===== src/rtl/json_string_unescape_utf8_macros.svh =====
// ----------------------------------------------------------------------------
// assertion macros for the json string unescaper
// ----------------------------------------------------------------------------
`ifndef JSON_STRING_UNESCAPE_UTF8_MACROS_SVH
`define JSON_STRING_UNESCAPE_UTF8_MACROS_SVH

// same-cycle implication, checked out of reset
`define JSU_ASSERT_NOW(label, clk, rst_n, ante, cons) \
    label: assert property (@(posedge clk) disable iff (!rst_n) (ante) |-> (cons)) \
        else $error("same-cycle check failed");

// next-cycle implication, checked out of reset
`define JSU_ASSERT_NEXT(label, clk, rst_n, ante, cons) \
    label: assert property (@(posedge clk) disable iff (!rst_n) (ante) |=> (cons)) \
        else $error("next-cycle check failed");

`endif


===== src/rtl/jsu_pkg.sv =====
// ----------------------------------------------------------------------------
// jsu_pkg
// shared types and codes of the json string unescaper
// ----------------------------------------------------------------------------
`default_nettype none

package jsu_pkg;

    // result kinds
    localparam logic [1:0] K_BYTE = 2'd0;
    localparam logic [1:0] K_DONE = 2'd1;
    localparam logic [1:0] K_ERR  = 2'd2;

    // error codes
    localparam logic [3:0] E_NO_QUOTE   = 4'd0;
    localparam logic [3:0] E_CONTROL    = 4'd1;
    localparam logic [3:0] E_ESC_END    = 4'd2;
    localparam logic [3:0] E_BAD_ESC    = 4'd3;
    localparam logic [3:0] E_SHORT_HEX  = 4'd4;
    localparam logic [3:0] E_BAD_HEX    = 4'd5;
    localparam logic [3:0] E_NO_LOW     = 4'd6;
    localparam logic [3:0] E_BAD_LOW    = 4'd7;
    localparam logic [3:0] E_STRAY_LOW  = 4'd8;
    localparam logic [3:0] E_UNTERM     = 4'd9;

    // groups held between front and back
    localparam int QUEUE_DEPTH = 2;

    // all results caused by one input item
    typedef struct packed {
        logic [1:0]      kind;
        logic [3:0]      err;
        logic [1:0]      cnt;    // number of results minus one
        logic [3:0][7:0] bytes;
    } t_group;

endpackage

`default_nettype wire


===== src/rtl/jsu_ifs.sv =====
// ----------------------------------------------------------------------------
// jsu stream interfaces
// valid/ready channels for raw text items and decoded results
// ----------------------------------------------------------------------------
`default_nettype none

interface jsu_in_if;
    logic       valid;
    logic       ready;
    logic       mode;
    logic [7:0] data_byte;

    modport source (output valid, output mode, output data_byte, input ready);
    modport sink   (input valid, input mode, input data_byte, output ready);
endinterface

interface jsu_out_if;
    logic       valid;
    logic       ready;
    logic [1:0] kind;
    logic [7:0] out_byte;
    logic [3:0] error_code;
    logic       last;

    modport source (output valid, output kind, output out_byte, output error_code,
                    output last, input ready);
    modport sink   (input valid, input kind, input out_byte, input error_code,
                    input last, output ready);
endinterface

`default_nettype wire


===== src/rtl/jsu_front.sv =====
// ----------------------------------------------------------------------------
// jsu_front
// takes raw text items, tracks the string phase, builds result groups
// ----------------------------------------------------------------------------
`default_nettype none

module jsu_front (
    input  wire             i_clk,
    input  wire             i_rst_n,
    jsu_in_if.sink          i_in,
    output logic            o_push_valid,
    output jsu_pkg::t_group o_push_group,
    input  wire             i_push_ready
);
    import jsu_pkg::*;

    localparam logic [2:0] PH_IDLE = 3'd0;
    localparam logic [2:0] PH_BODY = 3'd1;
    localparam logic [2:0] PH_ESC  = 3'd2;
    localparam logic [2:0] PH_HEX1 = 3'd3;
    localparam logic [2:0] PH_BSL2 = 3'd4;
    localparam logic [2:0] PH_U2   = 3'd5;
    localparam logic [2:0] PH_HEX2 = 3'd6;

    // {ok, value}, value zero when not a hex digit
    function automatic logic [4:0] hex_digit(input logic [7:0] c);
        logic [4:0] r;
        r = 5'd0;
        if (c inside {[8'h30:8'h39]}) begin
            r = {1'b1, c[3:0]};
        end else if (c inside {[8'h61:8'h66], [8'h41:8'h46]}) begin
            r = {1'b1, c[3:0] + 4'd9};
        end
        return r;
    endfunction

    function automatic t_group encode(input logic [20:0] cp);
        t_group g;
        g = '0;
        g.kind = K_BYTE;
        if (cp <= 21'h7f) begin
            g.cnt      = 2'd0;
            g.bytes[0] = cp[7:0];
        end else if (cp <= 21'h7ff) begin
            g.cnt      = 2'd1;
            g.bytes[0] = {3'b110, cp[10:6]};
            g.bytes[1] = {2'b10, cp[5:0]};
        end else if (cp <= 21'hffff) begin
            g.cnt      = 2'd2;
            g.bytes[0] = {4'b1110, cp[15:12]};
            g.bytes[1] = {2'b10, cp[11:6]};
            g.bytes[2] = {2'b10, cp[5:0]};
        end else begin
            g.cnt      = 2'd3;
            g.bytes[0] = {5'b11110, cp[20:18]};
            g.bytes[1] = {2'b10, cp[17:12]};
            g.bytes[2] = {2'b10, cp[11:6]};
            g.bytes[3] = {2'b10, cp[5:0]};
        end
        return g;
    endfunction

    logic [2:0]  r_phase,  n_phase;
    logic [1:0]  r_digits, n_digits;
    logic [11:0] r_acc,    n_acc;
    logic [9:0]  r_high,   n_high;
    logic        r_bad,    n_bad;

    logic        accept;
    logic        has_result;
    logic        err_hit;
    logic [3:0]  err_code;
    logic [4:0]  hex;
    logic [15:0] unit;
    logic        bad_any;
    logic [10:0] pair_hi;
    t_group      grp;
    t_group      grp_out;

    assign accept = i_in.valid && i_in.ready;
    assign i_in.ready = i_push_ready;

    always_comb begin
        hex      = hex_digit(i_in.data_byte);
        unit     = {r_acc, hex[3:0]};
        bad_any  = r_bad | ~hex[4];
        pair_hi  = {1'b0, r_high} + 11'd64;
        n_phase  = r_phase;
        n_digits = r_digits;
        n_acc    = r_acc;
        n_high   = r_high;
        n_bad    = r_bad;
        grp      = '0;
        has_result = 1'b0;
        err_hit  = 1'b0;
        err_code = E_NO_QUOTE;

        if (i_in.mode) begin
            err_hit = 1'b1;
            case (r_phase)
                PH_BODY: err_code = E_UNTERM;
                PH_ESC:  err_code = E_ESC_END;
                PH_HEX1, PH_HEX2: err_code = E_SHORT_HEX;
                PH_BSL2, PH_U2:   err_code = E_NO_LOW;
                default: err_code = E_NO_QUOTE;
            endcase
        end else begin
            case (r_phase)
                PH_BODY: begin
                    if (i_in.data_byte == 8'h22) begin
                        n_phase    = PH_IDLE;
                        grp.kind   = K_DONE;
                        has_result = 1'b1;
                    end else if (i_in.data_byte < 8'h20) begin
                        err_hit  = 1'b1;
                        err_code = E_CONTROL;
                    end else if (i_in.data_byte == 8'h5c) begin
                        n_phase = PH_ESC;
                    end else begin
                        grp.kind     = K_BYTE;
                        grp.bytes[0] = i_in.data_byte;
                        has_result   = 1'b1;
                    end
                end
                PH_ESC: begin
                    n_phase    = PH_BODY;
                    grp.kind   = K_BYTE;
                    has_result = 1'b1;
                    case (i_in.data_byte)
                        8'h22, 8'h5c, 8'h2f: grp.bytes[0] = i_in.data_byte;
                        8'h62: grp.bytes[0] = 8'h08;
                        8'h66: grp.bytes[0] = 8'h0c;
                        8'h6e: grp.bytes[0] = 8'h0a;
                        8'h72: grp.bytes[0] = 8'h0d;
                        8'h74: grp.bytes[0] = 8'h09;
                        8'h75: begin
                            n_phase    = PH_HEX1;
                            n_digits   = 2'd0;
                            n_acc      = '0;
                            n_bad      = 1'b0;
                            has_result = 1'b0;
                        end
                        default: begin
                            has_result = 1'b0;
                            err_hit    = 1'b1;
                            err_code   = E_BAD_ESC;
                        end
                    endcase
                end
                PH_BSL2: begin
                    if (i_in.data_byte != 8'h5c) begin
                        err_hit  = 1'b1;
                        err_code = E_NO_LOW;
                    end else begin
                        n_phase = PH_U2;
                    end
                end
                PH_U2: begin
                    if (i_in.data_byte != 8'h75) begin
                        err_hit  = 1'b1;
                        err_code = E_NO_LOW;
                    end else begin
                        n_phase  = PH_HEX2;
                        n_digits = 2'd0;
                        n_acc    = '0;
                        n_bad    = 1'b0;
                    end
                end
                PH_HEX1, PH_HEX2: begin
                    if (r_digits != 2'd3) begin
                        n_acc    = unit[11:0];
                        n_digits = r_digits + 2'd1;
                        n_bad    = bad_any;
                    end else if (bad_any) begin
                        err_hit  = 1'b1;
                        err_code = E_BAD_HEX;
                    end else begin
                        n_digits = 2'd0;
                        n_acc    = '0;
                        if (r_phase == PH_HEX1) begin
                            if (unit inside {[16'hd800:16'hdbff]}) begin
                                n_high  = unit[9:0];
                                n_phase = PH_BSL2;
                            end else if (unit inside {[16'hdc00:16'hdfff]}) begin
                                err_hit  = 1'b1;
                                err_code = E_STRAY_LOW;
                            end else begin
                                n_phase    = PH_BODY;
                                grp        = encode({5'd0, unit});
                                has_result = 1'b1;
                            end
                        end else begin
                            if (!(unit inside {[16'hdc00:16'hdfff]})) begin
                                err_hit  = 1'b1;
                                err_code = E_BAD_LOW;
                            end else begin
                                n_high     = '0;
                                n_phase    = PH_BODY;
                                grp        = encode({pair_hi, unit[9:0]});
                                has_result = 1'b1;
                            end
                        end
                    end
                end
                PH_IDLE: begin
                    if (i_in.data_byte == 8'h22) begin
                        n_phase = PH_BODY;
                    end else begin
                        err_hit  = 1'b1;
                        err_code = E_NO_QUOTE;
                    end
                end
                default: begin
                    err_hit  = 1'b1;
                    err_code = E_NO_QUOTE;
                end
            endcase
        end

        // any failure or finished string returns to reset state
        if (err_hit || (has_result && grp.kind == K_DONE)) begin
            n_phase  = PH_IDLE;
            n_digits = 2'd0;
            n_acc    = '0;
            n_high   = '0;
            n_bad    = 1'b0;
        end
        grp_out = grp;
        if (err_hit) begin
            grp_out      = '0;
            grp_out.kind = K_ERR;
            grp_out.err  = err_code;
            has_result   = 1'b1;
        end
    end

    assign o_push_valid = accept && has_result;
    assign o_push_group = grp_out;

    always_ff @(posedge i_clk) begin
        if (!i_rst_n) begin
            r_phase  <= PH_IDLE;
            r_digits <= 2'd0;
            r_acc    <= '0;
            r_high   <= '0;
            r_bad    <= 1'b0;
        end else if (accept) begin
            r_phase  <= n_phase;
            r_digits <= n_digits;
            r_acc    <= n_acc;
            r_high   <= n_high;
            r_bad    <= n_bad;
        end
    end

endmodule

`default_nettype wire


===== src/rtl/jsu_queue.sv =====
// ----------------------------------------------------------------------------
// jsu_queue
// short queue of result groups between front and back
// ----------------------------------------------------------------------------
`default_nettype none

module jsu_queue #(
    parameter int DEPTH = jsu_pkg::QUEUE_DEPTH
) (
    input  wire             i_clk,
    input  wire             i_rst_n,
    input  wire             i_push_valid,
    input  jsu_pkg::t_group i_push_group,
    output logic            o_push_ready,
    output logic            o_pop_valid,
    output jsu_pkg::t_group o_pop_group,
    input  wire             i_pop_ready
);
    import jsu_pkg::*;

    localparam int AW = (DEPTH > 1) ? $clog2(DEPTH) : 1;
    localparam int CW = $clog2(DEPTH + 1);

    t_group        r_mem [DEPTH];
    logic [AW-1:0] r_wr_ptr, n_wr_ptr;
    logic [AW-1:0] r_rd_ptr, n_rd_ptr;
    logic [CW-1:0] r_count,  n_count;
    logic          push;
    logic          pop;

    assign o_push_ready = (r_count != CW'(DEPTH));
    assign o_pop_valid  = (r_count != '0);
    assign o_pop_group  = r_mem[r_rd_ptr];
    assign push = i_push_valid && o_push_ready;
    assign pop  = o_pop_valid && i_pop_ready;

    always_comb begin
        n_wr_ptr = r_wr_ptr;
        n_rd_ptr = r_rd_ptr;
        n_count  = r_count;
        if (push) begin
            n_wr_ptr = (r_wr_ptr == AW'(DEPTH - 1)) ? '0 : r_wr_ptr + AW'(1);
        end
        if (pop) begin
            n_rd_ptr = (r_rd_ptr == AW'(DEPTH - 1)) ? '0 : r_rd_ptr + AW'(1);
        end
        if (push && !pop) begin
            n_count = r_count + CW'(1);
        end else if (pop && !push) begin
            n_count = r_count - CW'(1);
        end
    end

    always_ff @(posedge i_clk) begin
        if (push) begin
            r_mem[r_wr_ptr] <= i_push_group;
        end
    end

    always_ff @(posedge i_clk) begin
        if (!i_rst_n) begin
            r_wr_ptr <= '0;
            r_rd_ptr <= '0;
            r_count  <= '0;
        end else begin
            r_wr_ptr <= n_wr_ptr;
            r_rd_ptr <= n_rd_ptr;
            r_count  <= n_count;
        end
    end

endmodule

`default_nettype wire


===== src/rtl/jsu_back.sv =====
// ----------------------------------------------------------------------------
// jsu_back
// plays out one result group, one result per transfer
// ----------------------------------------------------------------------------
`default_nettype none

module jsu_back (
    input  wire             i_clk,
    input  wire             i_rst_n,
    input  wire             i_pop_valid,
    input  jsu_pkg::t_group i_pop_group,
    output logic            o_pop_ready,
    jsu_out_if.source       o_out
);
    import jsu_pkg::*;

    logic       r_busy;
    t_group     r_group;
    logic [1:0] r_idx;
    logic       at_last;
    logic       load;

    assign at_last     = (r_idx == r_group.cnt);
    assign o_pop_ready = !r_busy || (o_out.ready && at_last);
    assign load        = i_pop_valid && o_pop_ready;

    assign o_out.valid      = r_busy;
    assign o_out.kind       = r_group.kind;
    assign o_out.out_byte   = r_group.bytes[r_idx];
    assign o_out.error_code = r_group.err;
    assign o_out.last       = at_last;

    always_ff @(posedge i_clk) begin
        if (load) begin
            r_group <= i_pop_group;
        end
    end

    always_ff @(posedge i_clk) begin
        if (!i_rst_n) begin
            r_busy <= 1'b0;
            r_idx  <= 2'd0;
        end else if (load) begin
            r_busy <= 1'b1;
            r_idx  <= 2'd0;
        end else if (r_busy && o_out.ready) begin
            if (at_last) begin
                r_busy <= 1'b0;
            end else begin
                r_idx <= r_idx + 2'd1;
            end
        end
    end

endmodule

`default_nettype wire


===== src/rtl/json_string_unescape_utf8.sv =====
// path: a group is queued, then held in the back end until its last result leaves
// throughput: one input item per cycle while the group queue has room; results
//   leave at one per cycle while the receiver is ready; n results take n transfers
// the queue depth (groups) and the back end's one-result-per-cycle port set the rate
// reset: synchronous active low, clears phase, escape state and queue, no sweep
// ----------------------------------------------------------------------------
// json_string_unescape_utf8
// decodes a quoted json string body into utf-8 bytes, done and error results
// ----------------------------------------------------------------------------
`default_nettype none

`include "json_string_unescape_utf8_macros.svh"

module json_string_unescape_utf8 #(
    parameter int P_QUEUE_DEPTH = jsu_pkg::QUEUE_DEPTH
) (
    input  wire        i_clk,
    input  wire        i_rst_n,
    jsu_in_if.sink     i_in,
    jsu_out_if.source  o_out
);
    import jsu_pkg::*;

    // front to queue
    logic   push_valid;
    logic   push_ready;
    t_group push_group;

    // queue to back
    logic   pop_valid;
    logic   pop_ready;
    t_group pop_group;

    // front end: phase tracking, escape and \u decoding, utf-8 packing
    jsu_front u_front (
        .i_clk        (i_clk),
        .i_rst_n      (i_rst_n),
        .i_in         (i_in),
        .o_push_valid (push_valid),
        .o_push_group (push_group),
        .i_push_ready (push_ready)
    );

    // short queue so a multi-byte group does not stall the front at once
    jsu_queue #(
        .DEPTH (P_QUEUE_DEPTH)
    ) u_queue (
        .i_clk        (i_clk),
        .i_rst_n      (i_rst_n),
        .i_push_valid (push_valid),
        .i_push_group (push_group),
        .o_push_ready (push_ready),
        .o_pop_valid  (pop_valid),
        .o_pop_group  (pop_group),
        .i_pop_ready  (pop_ready)
    );

    // back end: one result per transfer, last marks the end of a group
    jsu_back u_back (
        .i_clk       (i_clk),
        .i_rst_n     (i_rst_n),
        .i_pop_valid (pop_valid),
        .i_pop_group (pop_group),
        .o_pop_ready (pop_ready),
        .o_out       (o_out)
    );

    // front never offers a group the queue cannot take
    `JSU_ASSERT_NOW(a_push_has_room, i_clk, i_rst_n, push_valid, push_ready)
    // done and error results are always single and final
    `JSU_ASSERT_NOW(a_ctrl_is_last, i_clk, i_rst_n, o_out.valid && (o_out.kind != K_BYTE), o_out.last)
    // an idle back end picks up a waiting group at once
    `JSU_ASSERT_NEXT(a_back_picks_up, i_clk, i_rst_n, pop_valid && !o_out.valid, o_out.valid)

endmodule

`default_nettype wire


===== src/flat_wrapper.sv =====
// flat-port wrapper written by rule: the top's interface ports become plain ports
module json_string_unescape_utf8_flat import jsu_pkg::*;
#(
    parameter int P_QUEUE_DEPTH = jsu_pkg::QUEUE_DEPTH
)
  (i_clk, i_rst_n, i_in_valid, i_in_mode, i_in_data_byte, i_in_ready, o_out_valid, o_out_kind, o_out_out_byte, o_out_error_code, o_out_last, o_out_ready);
  jsu_in_if i_in_i ();
  jsu_out_if o_out_i ();
  input  wire i_clk;
  input  wire i_rst_n;
  input wire logic [$bits(i_in_i.valid)-1:0] i_in_valid;
  input wire logic [$bits(i_in_i.mode)-1:0] i_in_mode;
  input wire logic [$bits(i_in_i.data_byte)-1:0] i_in_data_byte;
  output wire logic [$bits(i_in_i.ready)-1:0] i_in_ready;
  output wire logic [$bits(o_out_i.valid)-1:0] o_out_valid;
  output wire logic [$bits(o_out_i.kind)-1:0] o_out_kind;
  output wire logic [$bits(o_out_i.out_byte)-1:0] o_out_out_byte;
  output wire logic [$bits(o_out_i.error_code)-1:0] o_out_error_code;
  output wire logic [$bits(o_out_i.last)-1:0] o_out_last;
  input wire logic [$bits(o_out_i.ready)-1:0] o_out_ready;
  assign i_in_i.valid = i_in_valid;
  assign i_in_i.mode = i_in_mode;
  assign i_in_i.data_byte = i_in_data_byte;
  assign i_in_ready = i_in_i.ready;
  assign o_out_valid = o_out_i.valid;
  assign o_out_kind = o_out_i.kind;
  assign o_out_out_byte = o_out_i.out_byte;
  assign o_out_error_code = o_out_i.error_code;
  assign o_out_last = o_out_i.last;
  assign o_out_i.ready = o_out_ready;
  json_string_unescape_utf8 #(.P_QUEUE_DEPTH(P_QUEUE_DEPTH)) u_core (.i_clk(i_clk), .i_rst_n(i_rst_n), .i_in(i_in_i), .o_out(o_out_i));
endmodule

===== config.mk =====
export PLATFORM = sky130hd
export DESIGN_NAME = json_string_unescape_utf8_flat
export DESIGN_NICKNAME = d
export VERILOG_FILES = /design/src/rtl/jsu_pkg.sv /design/src/rtl/jsu_ifs.sv /design/src/rtl/jsu_front.sv /design/src/rtl/jsu_queue.sv /design/src/rtl/jsu_back.sv /design/src/rtl/json_string_unescape_utf8.sv /design/src/flat_wrapper.sv
export VERILOG_INCLUDE_DIRS = /design/src /design/src/rtl
export SDC_FILE = /design/constraint.sdc
export NUM_CORES = 1
export LEC_CHECK = 0
export ABC_CLOCK_PERIOD_IN_PS = 7600
export BUFFER_PORTS_ARGS = -buffer_cell sky130_fd_sc_hd__buf_2
export CAP_MARGIN = 30
export CORE_MARGIN = 3
export CORE_UTILIZATION = 67
export DETAILED_ROUTE_END_ITERATION = 6
export GPL_TIMING_DRIVEN = 1
export PLACE_DENSITY_LB_ADDON = 0.25
export SYNTH_ARGS = -nofsm -noshare
export SYNTH_HDL_FRONTEND = slang
export SYNTH_SLANG_ARGS = --single-unit

===== constraint.sdc =====
create_clock -name i_clk -period 7.6 [get_ports i_clk]
set_clock_uncertainty 0.05 [all_clocks]
set_input_delay 0 -clock i_clk [delete_from_list [all_inputs] [get_ports i_clk]]
set_output_delay 0 -clock i_clk [all_outputs]
set_load 0.02 [all_outputs]

# ---- Yosys cells after proc, flatten, opt, wreduce, memory -nomap -nowiden
# Memory sizes are Yosys's and may differ from the RTL's. A register that Yosys moved wholly into a read port is not among the register bits.
# Index checks and enable logic that the tools add are counted.
dict set report word_totals {
  regBits 35
  mem_bits_rw 80
  output_inout_bits 17
  memories 1
  in_bits 13
  elab_cells 245
}
# memory depth word_bits read_ports rd_clocked_by_memory_dff write_ports line_no
set mem_list {}
lappend mem_list {u_core.u_queue.r_mem 2 40 1 1 1 jsu_queue.sv:24} ;# t_group r_mem [DEPTH];
dict set report classes {
  magnitude_cmp 17
  mux 127
  add_sub_neg 8
  n_reduce_logical 41
  n_bitwise 4
  eq_ne 37
}
# op count
set ops {}
lappend ops {{$mux W40} 5}
lappend ops {{$mux W34} 3}
lappend ops {{$mux W10} 8}
lappend ops {{$mux W12} 6}
lappend ops {{$mux W8} 8}
lappend ops {{$eq A8 B7 Y1 const B} 7}
lappend ops {{$mux W3} 17}
lappend ops {{$mux W16} 3}
lappend ops {{$pmux W8 S6} 1}
lappend ops {{$mux W1} 39}
lappend ops {{$pmux W12 S3} 1}
lappend ops {{$ge A16 B16 Y1 const B} 2}
lappend ops {{$le A16 B16 Y1 const B} 2}
lappend ops {{$mux W30} 1}
lappend ops {{$mux W2} 14}
lappend ops {{$mux W24} 1}
lappend ops {{$mux W4} 6}
lappend ops {{$pmux W8 S3} 1}
lappend ops {{$mux W22} 1}
lappend ops {{$le A21 B11 Y1 const B} 1}
lappend ops {{$le A21 B16 Y1 const B} 1}
lappend ops {{$le A21 B7 Y1 const B} 1}
lappend ops {{$pmux W4 S5} 1}
lappend ops {{$ne A3 B3 Y1 const B} 6}
lappend ops {{other kinds (53)} 98}

# ---- Longest topological paths before layout
dict set report logic_depth {
  ltp_word 21
  mapped_depth 14
}

# ---- Cells and area by module
# Synthesis repeated with hierarchy kept, for this count alone.
dict set report unflattened {
  cells_unflattened 690
  hier_area_um2 7951.4
}
# mod seq_area_each_um2 area_each_um2 n_inst cells_per_inst
set by_module_without_submodules {}
lappend by_module_without_submodules {jsu_front 560.5 3175.5 1 463}
lappend by_module_without_submodules {jsu_queue 2502.4 3115.5 1 148}
lappend by_module_without_submodules {jsu_back 1261.2 1660.3 1 79}

# ---- Worst setup path after synthesis
# OpenSTA, ideal clock, no wires.
dict set report synth_timing {
  path_type {in2reg}
  from {in i_in_data_byte[0]}
  to {mem u_core.u_queue.r_mem[0][0] in the netlist's numbering, enable pin}
  cell_stages 11
  arrival_time_ns 3.689
  setup_slack_ns 3.426
  setup_ns 0.435
  cell_sequence {clkbuf_1 > inv_1 > ha_1 > or3b_4 > o211ai_1 > a41oi_1 > a311oi_2 > and3_1 > buf_6 > a21oi_1 > nor2b_1}
}
dict set report synth_via {
  elab_chain_cells 19
  word_cells_on_any_way 64
}
# element line_no
set synth_rtl {}
lappend synth_rtl {{from (decl)} flat_wrapper.sv:13} ;# input wire logic [$bits(i_in_i.data_byte)-1:0] i_in_data_byte;
lappend synth_rtl {{$ge A8 B7 Y1 or $le A8 B7 Y1 (tied branches)} jsu_front.sv:31} ;# end else if (c inside {[8'h61:8'h66], [8'h41:8'h46]}) begin
lappend synth_rtl {{$logic_and A1 B1 Y1} jsu_front.sv:31}
lappend synth_rtl {{$reduce_bool A2 Y1} jsu_front.sv:31}
lappend synth_rtl {{$mux W5} jsu_front.sv:31}
lappend synth_rtl {{$mux W5} jsu_front.sv:29} ;# if (c inside {[8'h30:8'h39]}) begin
lappend synth_rtl {{$ge A16 B16 Y1 or $le A16 B16 Y1 (tied branches)} {jsu_front.sv:184, jsu_front.sv:193}}
lappend synth_rtl {{$logic_and A1 B1 Y1} {jsu_front.sv:184, jsu_front.sv:193}}
lappend synth_rtl {{$mux W1} {jsu_front.sv:184, jsu_front.sv:193}}
lappend synth_rtl {{[... 4 more ...]} --}
lappend synth_rtl {{$pmux W1 S6 or $pmux W1 S3 (tied branches)} jsu_front.sv:108} ;# case (r_phase)
lappend synth_rtl {{$mux W1} jsu_front.sv:98} ;# if (i_in.mode) begin
lappend synth_rtl {{$mux W1 *} jsu_front.sv:229} ;# if (err_hit) begin
lappend synth_rtl {{$logic_and A1 B1 Y1 *} jsu_front.sv:237} ;# assign o_push_valid = accept && has_result;
lappend synth_rtl {{$logic_and A1 B1 Y1 *} jsu_queue.sv:34} ;# assign push = i_push_valid && o_push_ready;
lappend synth_rtl {{named net u_core.u_queue.push} jsu_queue.sv:28} ;# logic push;
lappend synth_rtl {{$mux W1 *} jsu_queue.sv:55} ;# if (push) begin
lappend synth_rtl {{$mux W1 (not written as such) *} jsu_queue.sv:56} ;# r_mem[r_wr_ptr] <= i_push_group;
lappend synth_rtl {{to (decl)} jsu_queue.sv:24}
# Mark *: on every way through the listed nets, which the timed path passes. The rest lies on a longest branch.

# ---- Worst setup path after layout
dict set report layout_timing {
  from {reg u_core.u_front.r_phase[0]}
  to {mem u_core.u_queue.r_mem[1][35] in the netlist's numbering, enable pin}
}
dict set report layout_via {
  elab_chain_cells 11
  word_cells_on_any_way 23
}
# element line_no
set layout_rtl {}
lappend layout_rtl {{from (decl)} jsu_front.sv:63} ;# logic [2:0] r_phase, n_phase;
lappend layout_rtl {{from (signal assigned)} jsu_front.sv:248} ;# r_phase <= n_phase;
lappend layout_rtl {{$eq A3 B2 Y1} {jsu_front.sv:108, jsu_front.sv:180}}
lappend layout_rtl {{$mux W1} jsu_front.sv:180} ;# if (r_phase == PH_HEX1) begin
lappend layout_rtl {{$mux W1} jsu_front.sv:174} ;# end else if (bad_any) begin
lappend layout_rtl {{$mux W1} jsu_front.sv:170} ;# if (r_digits != 2'd3) begin
lappend layout_rtl {{$pmux W1 S6 or $pmux W1 S3 (tied branches)} jsu_front.sv:108}
lappend layout_rtl {{$mux W1} jsu_front.sv:98}
lappend layout_rtl {{$mux W1 *} jsu_front.sv:229}
lappend layout_rtl {{$logic_and A1 B1 Y1 *} jsu_front.sv:237}
lappend layout_rtl {{$logic_and A1 B1 Y1 *} jsu_queue.sv:34}
lappend layout_rtl {{named net u_core.u_queue.push} jsu_queue.sv:28}
lappend layout_rtl {{$mux W1 *} jsu_queue.sv:55}
lappend layout_rtl {{$mux W1 (not written as such) *} jsu_queue.sv:56}
# Marked as above.

==> flow_summary.toml <==
[run_status]
status = "completed"

[route]
drc = 0
drt-pass1-iter-count = 6
drt_wl_total_mm = 21.0
wl_per_cell_um = 24.4
drt-vias-per-instance = 6.98
vias = 5992
drtIter0Drc = 887
detail-route-antenna-nets = 0

[synth]
synth_edf_count = 108
yosysTopAreaCellShare_pct = 42.4
synthFlopType = "edfxtp_1"
yosysMostFrequentCell = "edfxtp_1"
syn-instance-count = 690
ys_ff_latch = 143
async_flop_share_pct = 0
synthTopCellsByCount = "108 x edfxtp_1, 61 x nor2_1, 43 x nand2_1"
yosysSeqAreaShare_pct = 51.5
syn_area_um2 = 7650
ys_types = 81
synthTopCellsByArea = "edfxtp_1 42%, dfxtp_1 9.2%, mux2_2 5.4%"
yosys_warnings = 0
syn_area_per_cell_um2 = 11.1
syn_nets = 711
synth_top_cell_by_area = "edfxtp_1"

[global_route]
grt_pass1_wl_mm = 32.1
grt_usage_pct = 33.2
overflow = 0
grt_pass1_vias = 5797
grt_max_degree = 39
antenna_found_initial = 1

[power_and_ir_drop]
p_sw_mw = 0.706
powerDensity_nw_per_um2 = 298
switching_share_pct = 27.8
ir_worst_vdd_v = 0.000388
p_comb_share_pct = 20.5
intPower_mw = 1.84
seq_power_share_pct = 43.6
p_leak_nw = 2.97
report.power.total_mw = 2.54
pwr-share-clk_pct = 35.9

[final_layout]
fin_util_pct = 77.8
syn_to_final_growth_pct = 11.6
drive_above_1_share_pct = 18.8
fillCellCount = 669
finalNonFillerCells = 859
final_net_count = 727
antenna_cells = 0

[critical_path]
crit_chain = "nand2b_1, a21oi_1, nand2_1, a21o_1, and3_1, a21oi_1, and2_1, buf_4"
path_delay_family = "simple AND/OR/NAND/NOR gates"
cp_common_cell = "a21oi_1"
cp.arrival_ps = 3910
required_ps = 7640
crit_fanout = 23
critPathBufInv = 1
crit_path_end_kind = "flip-flop"
cp_num_cells = 8
crit_path_start_kind = "flip-flop"
crit_path_max_incr_delay_ps = 770
critPathSlowestCell = "dfxtp_1"
worst-setup-path-type = "flip-flop to flip-flop"
rr_worst_depth = 8

[timing]
rsz0062_at_grt = "no"
hold_viol = 0
min_period_over_period_pct = 50.9
setup_tns_ps = 0
slew_violations = 0
fin_crit_ps = 3870
setup_violations = 0
tightest_slew_ps = 1010
setup_slack_ps = 3730
max_freq_ghz = 0.259
maxSlewHeadroom_pct = 32.6

[worst_hold_path]
min_path_type = "input port to flip-flop"
holdPathStages = 3

[clock_network]
tritoncts = "built"
clkSlewWorstSetupHoldPaths_ps = 60
cts_htree_levels = 4
cts_sinks = 143
clkLatencyLatePin_ps = 440
ctsLongestPathBuffers = 2
cts-root-buf = "clkbuf_16"
numCtsBuffers = 17
post_cts_buffers = 0

[placed_design]
place_congestion = 0.986
place_inst = 820
port_buffers = 29
dp_hpwl_mm = 13.7
dp_slack_ps = 3930

[die]
coreArea_um2 = 11000
ios = 30
die_y_um = 113
start_util_pct = 69.7
die-area_um2 = 12700
num_rows = 38
die_w_um = 113

[job]
maxCapViolations = 0
power by group through the flow:
stage	Clock (mW)	Combinational [mW]	Sequential, mW
2_1_floorplan	0	0.366	1.09
3_3_place_gp	0	0.432	1.12
3_5_place_dp	0	0.451	1.14
4_1_cts	0.901	0.463	1.13
5_1_grt	0.939	0.552	1.12
6_report	0.913	0.522	1.11
sequential cells by signal (all words and copies together), names as in the netlist:
signal / count
u_core.u_back.o_out.valid: 1
u_core.u_queue.r_wr_ptr: 1
u_core.u_back.r_group: 30
u_core.u_back.o_out.error_code: 4
u_core.u_queue.r_count: 2
u_core.u_front.r_digits: 2
u_core.u_front.r_acc: 12
u_core.u_queue.r_rd_ptr: 1
u_core.u_back.o_out.kind: 2
u_core.u_front.r_high: 10
u_core.u_queue.r_mem: 72
u_core.u_back.r_idx: 2
u_core.u_front.r_phase: 3
u_core.u_front.r_bad: 1
cell type report:
class	instances	area (um^2)	share of cell area (%)
Timing Repair Buffer	40	282	3.30
Clock inverter	11	179	2.10
Inverter	16	60.1	0.703
Clock buffer	21	460	5.39
Sequential cell	143	3940	46.2
Tap cell	140	175	2.05
Multi-Input combinational cell	488	3440	40.3
path summary, 6_finish.rpt:
path         slack [ps]                        from                     endpoint
max                3730   u_core.u_front.r_phase[0]  u_core.u_queue.r_mem[1][35]
min                 100           i_in_data_byte[7]   u_core.u_queue.r_mem[1][7]
min reg2reg         440  u_core.u_front.r_digits[1]   u_core.u_front.r_digits[1]
max reg2reg        3730   u_core.u_front.r_phase[0]  u_core.u_queue.r_mem[1][35]
layer usage:
| metal | vias to the layer above | wire (um) | GRT usage, % |
|---|---|---|---|
| met5 | - | 13 | 0 |
| met4 | 2 | 1040 | 18.0 |
| met3 | 94 | 1860 | 7.49 |
| met2 | 414 | 10000 | 52.4 |
| met1 | 2825 | 8040 | 43.0 |
| li1 | 2657 | - | - |
stage by stage:
| step | cell area (um^2) | hold WS, ps |
|---|---|---|
| after global placement | 7790 | 314 |
| final | 8540 | 99.2 |
| after global routing | 8540 | 101 |
| after floorplan | 7650 | 104 |
| after CTS | 8470 | 72.1 |
| after detailed placement | 7800 | 372 |
tightest hold or removal path: cells and delay by family:
| family | cells | cell delay [ps] |
|---|---|---|
| AOI/OAI and AO/OA | 1 | 110 |
| buffers and inverters | 1 | 170 |
| and+or+nand+nor | 1 | 100 |
layout by cell type (no fill, tap or decap), types with 8 or more instances in the layout:
| cell | count |
|---|---|
| nand3_1 | 27 |
| clkbuf_16 | 17 |
| nor3_1 | 12 |
| nand2b_1 | 20 |
| buf_2 | 30 |
| a211oi_1 | 14 |
| a21boi_0 | 11 |
| mux2i_1 | 9 |
| edfxtp_1 | 108 |
| o21ai_0 | 25 |
| a21oi_1 | 33 |
| o21a_1 | 9 |
| nor2_1 | 60 |
| a22o_1 | 19 |
| and2_1 | 10 |
| inv_1 | 16 |
| dfxtp_1 | 35 |
| ha_1 | 8 |
| nand2_1 | 43 |
| mux2_2 | 37 |
| nor2b_1 | 11 |
kinds of logic after synthesis:
kind of cell               after synthesis  synth area share (%)
xor gates and xnor gates                10                  1.14
buffers and inverters                   59                  3.70
and+or+nand+nor                        242                  17.2
muxes                                   53                  8.68
AOI/OAI and AO/OA                      173                  16.1
DFF                                    143                  51.5
adders and majority gates               10                  1.57
what timing repair did:
item,in CTS,in global routing
gates resized for setup,0,0
hold endpoints to repair,6,0
hold buffers,3,0
setup endpoints to repair,0,0
Note: power is estimated with default switching activity, not from simulation.
